<file path="src/ftrc_pkg.sv">
// Package for the five-tuple rule classifier: field widths, codes and shared types.
// No dependencies.
`timescale 1ns / 1ps
package ftrc_pkg;
	localparam int ADDR_W = 32;
	localparam int PORT_W = 16;
	localparam int CODE_W = 8;
	localparam int HIT_W = 6;
	localparam int CNT_W = 7;
	localparam int REG_IDX_W = 1;
	localparam int CFG_DATA_W = 7;
	localparam int DEF_RULE_DEPTH = 64;
	localparam int RULE_W = 2 * CODE_W + 2 * ADDR_W + 2 * PORT_W;

	localparam logic OP_WRITE = 1'b0;
	localparam logic OP_CLASSIFY = 1'b1;
	localparam logic [REG_IDX_W-1:0] REG_ENABLE = 1'b0;
	localparam logic [REG_IDX_W-1:0] REG_RULES = 1'b1;
	localparam logic [CODE_W-1:0] ACT_PERMIT_A = 8'd48;
	localparam logic [CODE_W-1:0] ACT_PERMIT_B = 8'd49;
	localparam logic [CODE_W-1:0] ACT_PERMIT_C = 8'd50;
	localparam logic [CODE_W-1:0] PROTO_ICMP = 8'd1;

	typedef struct packed {
		logic [CODE_W-1:0] action;
		logic [CODE_W-1:0] proto;
		logic [ADDR_W-1:0] src_addr;
		logic [PORT_W-1:0] src_port;
		logic [ADDR_W-1:0] dst_addr;
		logic [PORT_W-1:0] dst_port;
	} rule_t;

	// Request handed from the front to the back part
	typedef struct packed {
		logic opcode;
		logic direction;
		logic [HIT_W-1:0] slot;
		logic [CODE_W-1:0] action;
		logic [CODE_W-1:0] proto;
		logic [ADDR_W-1:0] first_addr;
		logic [PORT_W-1:0] first_port;
		logic [ADDR_W-1:0] second_addr;
		logic [PORT_W-1:0] second_port;
	} req_t;

	typedef struct packed {
		logic verdict;
		logic matched;
		logic [HIT_W-1:0] hit_index;
		logic [CODE_W-1:0] hit_action;
	} res_t;
endpackage

</file>
<file path="src/ftrc_queue.sv">
// Two-entry request queue between the front and back parts.
// Depends on ftrc_pkg.
`timescale 1ns / 1ps
module ftrc_queue import ftrc_pkg::*; (
	input  logic clk,
	input  logic arst_n,
	input  logic push,
	input  req_t push_data,
	output logic full,
	input  logic pop,
	output logic empty,
	output req_t pop_data
);
	req_t   mem_q [2];
	logic   wp_q, rp_q;
	logic [1:0] cnt_q;

	assign full = cnt_q == 2'd2;
	assign empty = cnt_q == 2'd0;
	assign pop_data = mem_q[rp_q];

	// Store payload on push
	always_ff @(posedge clk) begin
		if (push) mem_q[wp_q] <= push_data;
	end

	// Advance pointers and count
	always_ff @(posedge clk or negedge arst_n) begin
		if (!arst_n) begin
			wp_q <= 1'b0;
			rp_q <= 1'b0;
			cnt_q <= 2'd0;
		end else begin
			if (push) wp_q <= ~wp_q;
			if (pop) rp_q <= ~rp_q;
			cnt_q <= cnt_q + {1'b0, push} - {1'b0, pop};
		end
	end
endmodule

</file>
<file path="config.mk">
export PLATFORM = sky130hd
export DESIGN_NAME = ftrc_queue
export DESIGN_NICKNAME = d
export VERILOG_FILES = /design/src/ftrc_pkg.sv /design/src/ftrc_queue.sv
export SDC_FILE = /design/constraint.sdc
export NUM_CORES = 1
export LEC_CHECK = 0
export ABC_AREA = 1
export BUFFER_PORTS_ARGS = -buffer_cell sky130_fd_sc_hd__buf_2
export CORE_MARGIN = 4
export CORE_UTILIZATION = 40
export CTS_CLUSTER_SIZE = 30
export DETAILED_ROUTE_END_ITERATION = 6
export PLACE_DENSITY = 0.73
export SKIP_CTS_REPAIR_TIMING = 1
export SLEW_MARGIN = 0
export SYNTH_ARGS = -nofsm -noshare
export SYNTH_HDL_FRONTEND = slang
export SYNTH_SLANG_ARGS = --single-unit
</file>
<file path="constraint.sdc">
create_clock -name clk -period 7.6 [get_ports clk]
set_input_delay 0.38 -clock clk [delete_from_list [all_inputs] [get_ports clk]]
set_output_delay 0.38 -clock clk [all_outputs]
set_load 0.005 [all_outputs]
</file>
### Word-level counts from Yosys, hierarchy flattened

Memories as Yosys holds them, arrays and structs flattened.
Cells that the tools add are included.

* word-level logic and storage cells: 12
* output and inout bits: 122
* RAM bits: 240
* input bits: 124
* memories kept: 1
* bits in registers: 4

* multiplexer cells: 2
* reductions and logical operators: 1
* equality and inequality tests: 1
* bitwise logic cells: 2
* $add $sub $neg: 2

Memory list
* mem_q: words 2, bits a word 120, rd ports 1, clocked after Yosys merged registers in 0, wr ports 1, line ftrc_queue.sv:14 `req_t mem_q [2];`

Operators by type and width (count)
* $add 2x1->2: 1
* $eq 2x2->1 const B: 1
* $logic_not 2->1: 1
* $mux 1: 2
* $not 1->1: 2
* $sub 2x1->2: 1

### Depth between registers and ports, before layout

* depth after elaboration: 2
* depth in mapped cells: 7
* gate-level depth less buffers: 7

### Worst setup path after synthesis

Ideal clock, no wire load.

* path type: input to register
* from: input port push
* to: memory mem_q[0][0] in the netlist's numbering, enable pin
* cell stages on the path: 2
* library setup time: 0.604 ns
* required time: 6.996 ns
* slack: 1.556 ns
* data arrival time: 5.440 ns
* cells stage by stage: inv_1 nor2_1

* longest elaborated chain between the ends: 2

RTL lines
* from (decl): line ftrc_queue.sv:7 `input logic push,`
* $mux 1: line ftrc_queue.sv:24 `if (push) mem_q[wp_q] <= push_data;`
* $mux 1 (not written as such): line ftrc_queue.sv:24
* to (decl): line ftrc_queue.sv:14

No other way between the ends.

==> results.toml <==
[grt]
track_usage_pct = 13.4
grt_pass1_vias = 5489
grt_max_degree = 103
antenna_found_initial = 2
overflow = 0
grt_first_pass_wirelength_um = 28200

[clocking]
cts_tree = "yes"
htreeDepth = 1
clock_latency_ns = 0.51
clk_pin_slew_ns = 0.06
cts_made_buffers = 26
cts.sinks = 244
cts-root-buf = "clkbuf_16"
clk_path_buf_depth = 3

[routing]
drtIter0Drc = 303
detail_route.first_pass.iterations = 4
dr_total_vias = 5569
vias_per_cell = 4.51
drc = 0
wl_per_cell_um = 14.6
drtAntennaViolNets = 0
drt_wl_total_um = 18100

[logic_synthesis]
synth_fp_nets = 778
synth-seq-cells = 244
syn-instance-count = 652
synthDistinctLibCells = 16
synthSimpleGateAreaFrac_pct = 5.17
synth_area_um2 = 9450
synthArstFlopShare_pct = 1.64
yosys.area_share.xor_xnor_pct = 0.185
synth_compound_area_share_pct = 9.13
synth_top_family_by_area = "compound AO/OA/AOI/OAI gates"
ys_warn_count = 0
synth_common_cells = "edfxtp_1, inv_1, nand2_1"
synth.area.top_cells = "edfxtp_1, o21ai_2, inv_1"
yosysTopAreaCellShare_pct = 76.2
synth_fa_ha_area_share_pct = 0.265
avgSynthCellArea_um2 = 14.5
yosysTopAreaCell = "edfxtp_1"
synth_flop_cell = "edfxtp_1"
synth-seq-area-share_pct = 77.3
synth-edff-count = 240
yosysMostFrequentCell = "edfxtp_1"
synthMuxAreaShare_pct = 0

[timing]
grt_setup_unrepaired = "false"
fin_crit_ns = 3.19
tns_ns = 0
fin_crit_sh_pct = 42.0
worstMarginPinSlew_ns = 1.13
fmaxAchievable_ghz = 0.313
fin_skew_ns = 0.00862
hold_viol = 0
slew_headroom_pct = 24.5
slew_viol_final = 0
finalSetupViolCount = 0

[finish]
layout-drive-gt1-share_pct = 39.3
area.growth.synth_to_final_pct = 24.0
fin_nets = 1030
final_cells = 1235

[critical_path]
endpoint_kind = "output port"
crit_fanout = 102
worstPathArrival_ns = 2.81
worstPathRequired_ns = 7.22
start_kind = "flip-flop"
worstSetupPathType = "reg2out"
rrSetupSlack_ns = 5.21

[floorplan]
core_um2 = 22900
io-pin-count = 246
die-width_um = 162
num_rows = 55
dieArea_um2 = 26200
die_height_um = 162
initial_utilization_pct = 41.3

[pwr]
power.leakage_nw = 4.99
vdd.ir_drop.worst_mv = 0.230
p_per_area_nw_per_um2 = 368

[run]
drv_cap = 0

[worst_hold_path]
hp-class = "in2reg"

[placement]
io_buffers = 245
gp_congestion = 0.732
placed_cells = 1188
dp_hpwl_um = 12100

[status]
status = "finished clean"
-- cells in the final DEF, fill, tap and decap left out, types with 2 or more instances in the layout --
cell	n
edfxtp_1	240
clkbuf_16	27
o21ai_2	70
buf_4	5
nand2_1	126
bufinv_16	4
dfrtp_1	3
clkinv_1	3
nor2_1	2
clkinv_2	6
o21ai_1	9
ha_1	2
clkbuf_1	3
buf_2	245
xor2_1	2
inv_1	126
o21ai_0	41
-- flip-flops by register name (all words and copies together) (netlist names) --
name,cells
mem_q,240
cnt_q,2
rp_q,1
wp_q,1
-- final timing paths --
path	startpoint	endpoint	cells past startpoint
setup / recovery	rp_q	pop_data[46]	3
hold / removal	push_data[40]	mem_q[0][40]	1
setup reg to reg	wp_q	mem_q[0][106]	3
hold reg to reg	wp_q	wp_q	1
max in group asynchronous	arst_n	rp_q	2
min in group asynchronous	arst_n	cnt_q[0]	2
-- per-stage QoR --
step / power, W / setup slack, ns / cell area [um^2] / hold slack (ns) / utilization [%]
after global routing: 0.00459 / 4.23 / 11700 / 0.0252 / 51.2
after CTS: 0.00439 / 4.37 / 11700 / -0.364 / 51.1
final: 0.00432 / 4.41 / 11700 / 0.0504 / 51.2
after global placement: 0.00308 / 4.95 / 10800 / 0.192 / 47.3
after detailed placement: 0.00311 / 4.92 / 10800 / 0.195 / 47.3
after floorplan: 0.00272 / 1.56 / 9450 / 0.0844 / -
-- critical path, stage by stage (launching register included) --
cell     delay (ns)
dfrtp_4        0.78
buf_4          0.85
o21ai_0        0.33
buf_2          0.21
-- kinds of logic after synthesis --
group	Yosys count
DFF	244
and+or+nand+nor	130
xor gates and xnor gates	2
adders and majority gates	2
AOI/OAI and AO/OA	120
buffers and inverters	154
-- per-layer routing --
metal	global-route usage, %	part of all wire, %
met5	0	0.12
met4	3.88	2.3
met3	4.54	10
met1	16.1	38
met2	23.1	49
-- power breakdown --
group	leakage, nW	switching (W)	internal [W]
combinational	2.26	0.000726	0.000443
clock	0.425	0.000482	0.000778
sequential	2.30	0.000100	0.00179
-- area by class of cell --
cell class                      instances  area (um^2)
Clock buffer                           30          687
Tap cell                              313          392
Multi-Input combinational cell        254         1400
Fill cell                            1966        11200
Clock inverter                         15          178
Inverter                              127          479
Antenna cell                            1         2.50
Sequential cell                       244         7310
Timing Repair Buffer                  251         1270
Power figures use the tool's default switching activity.
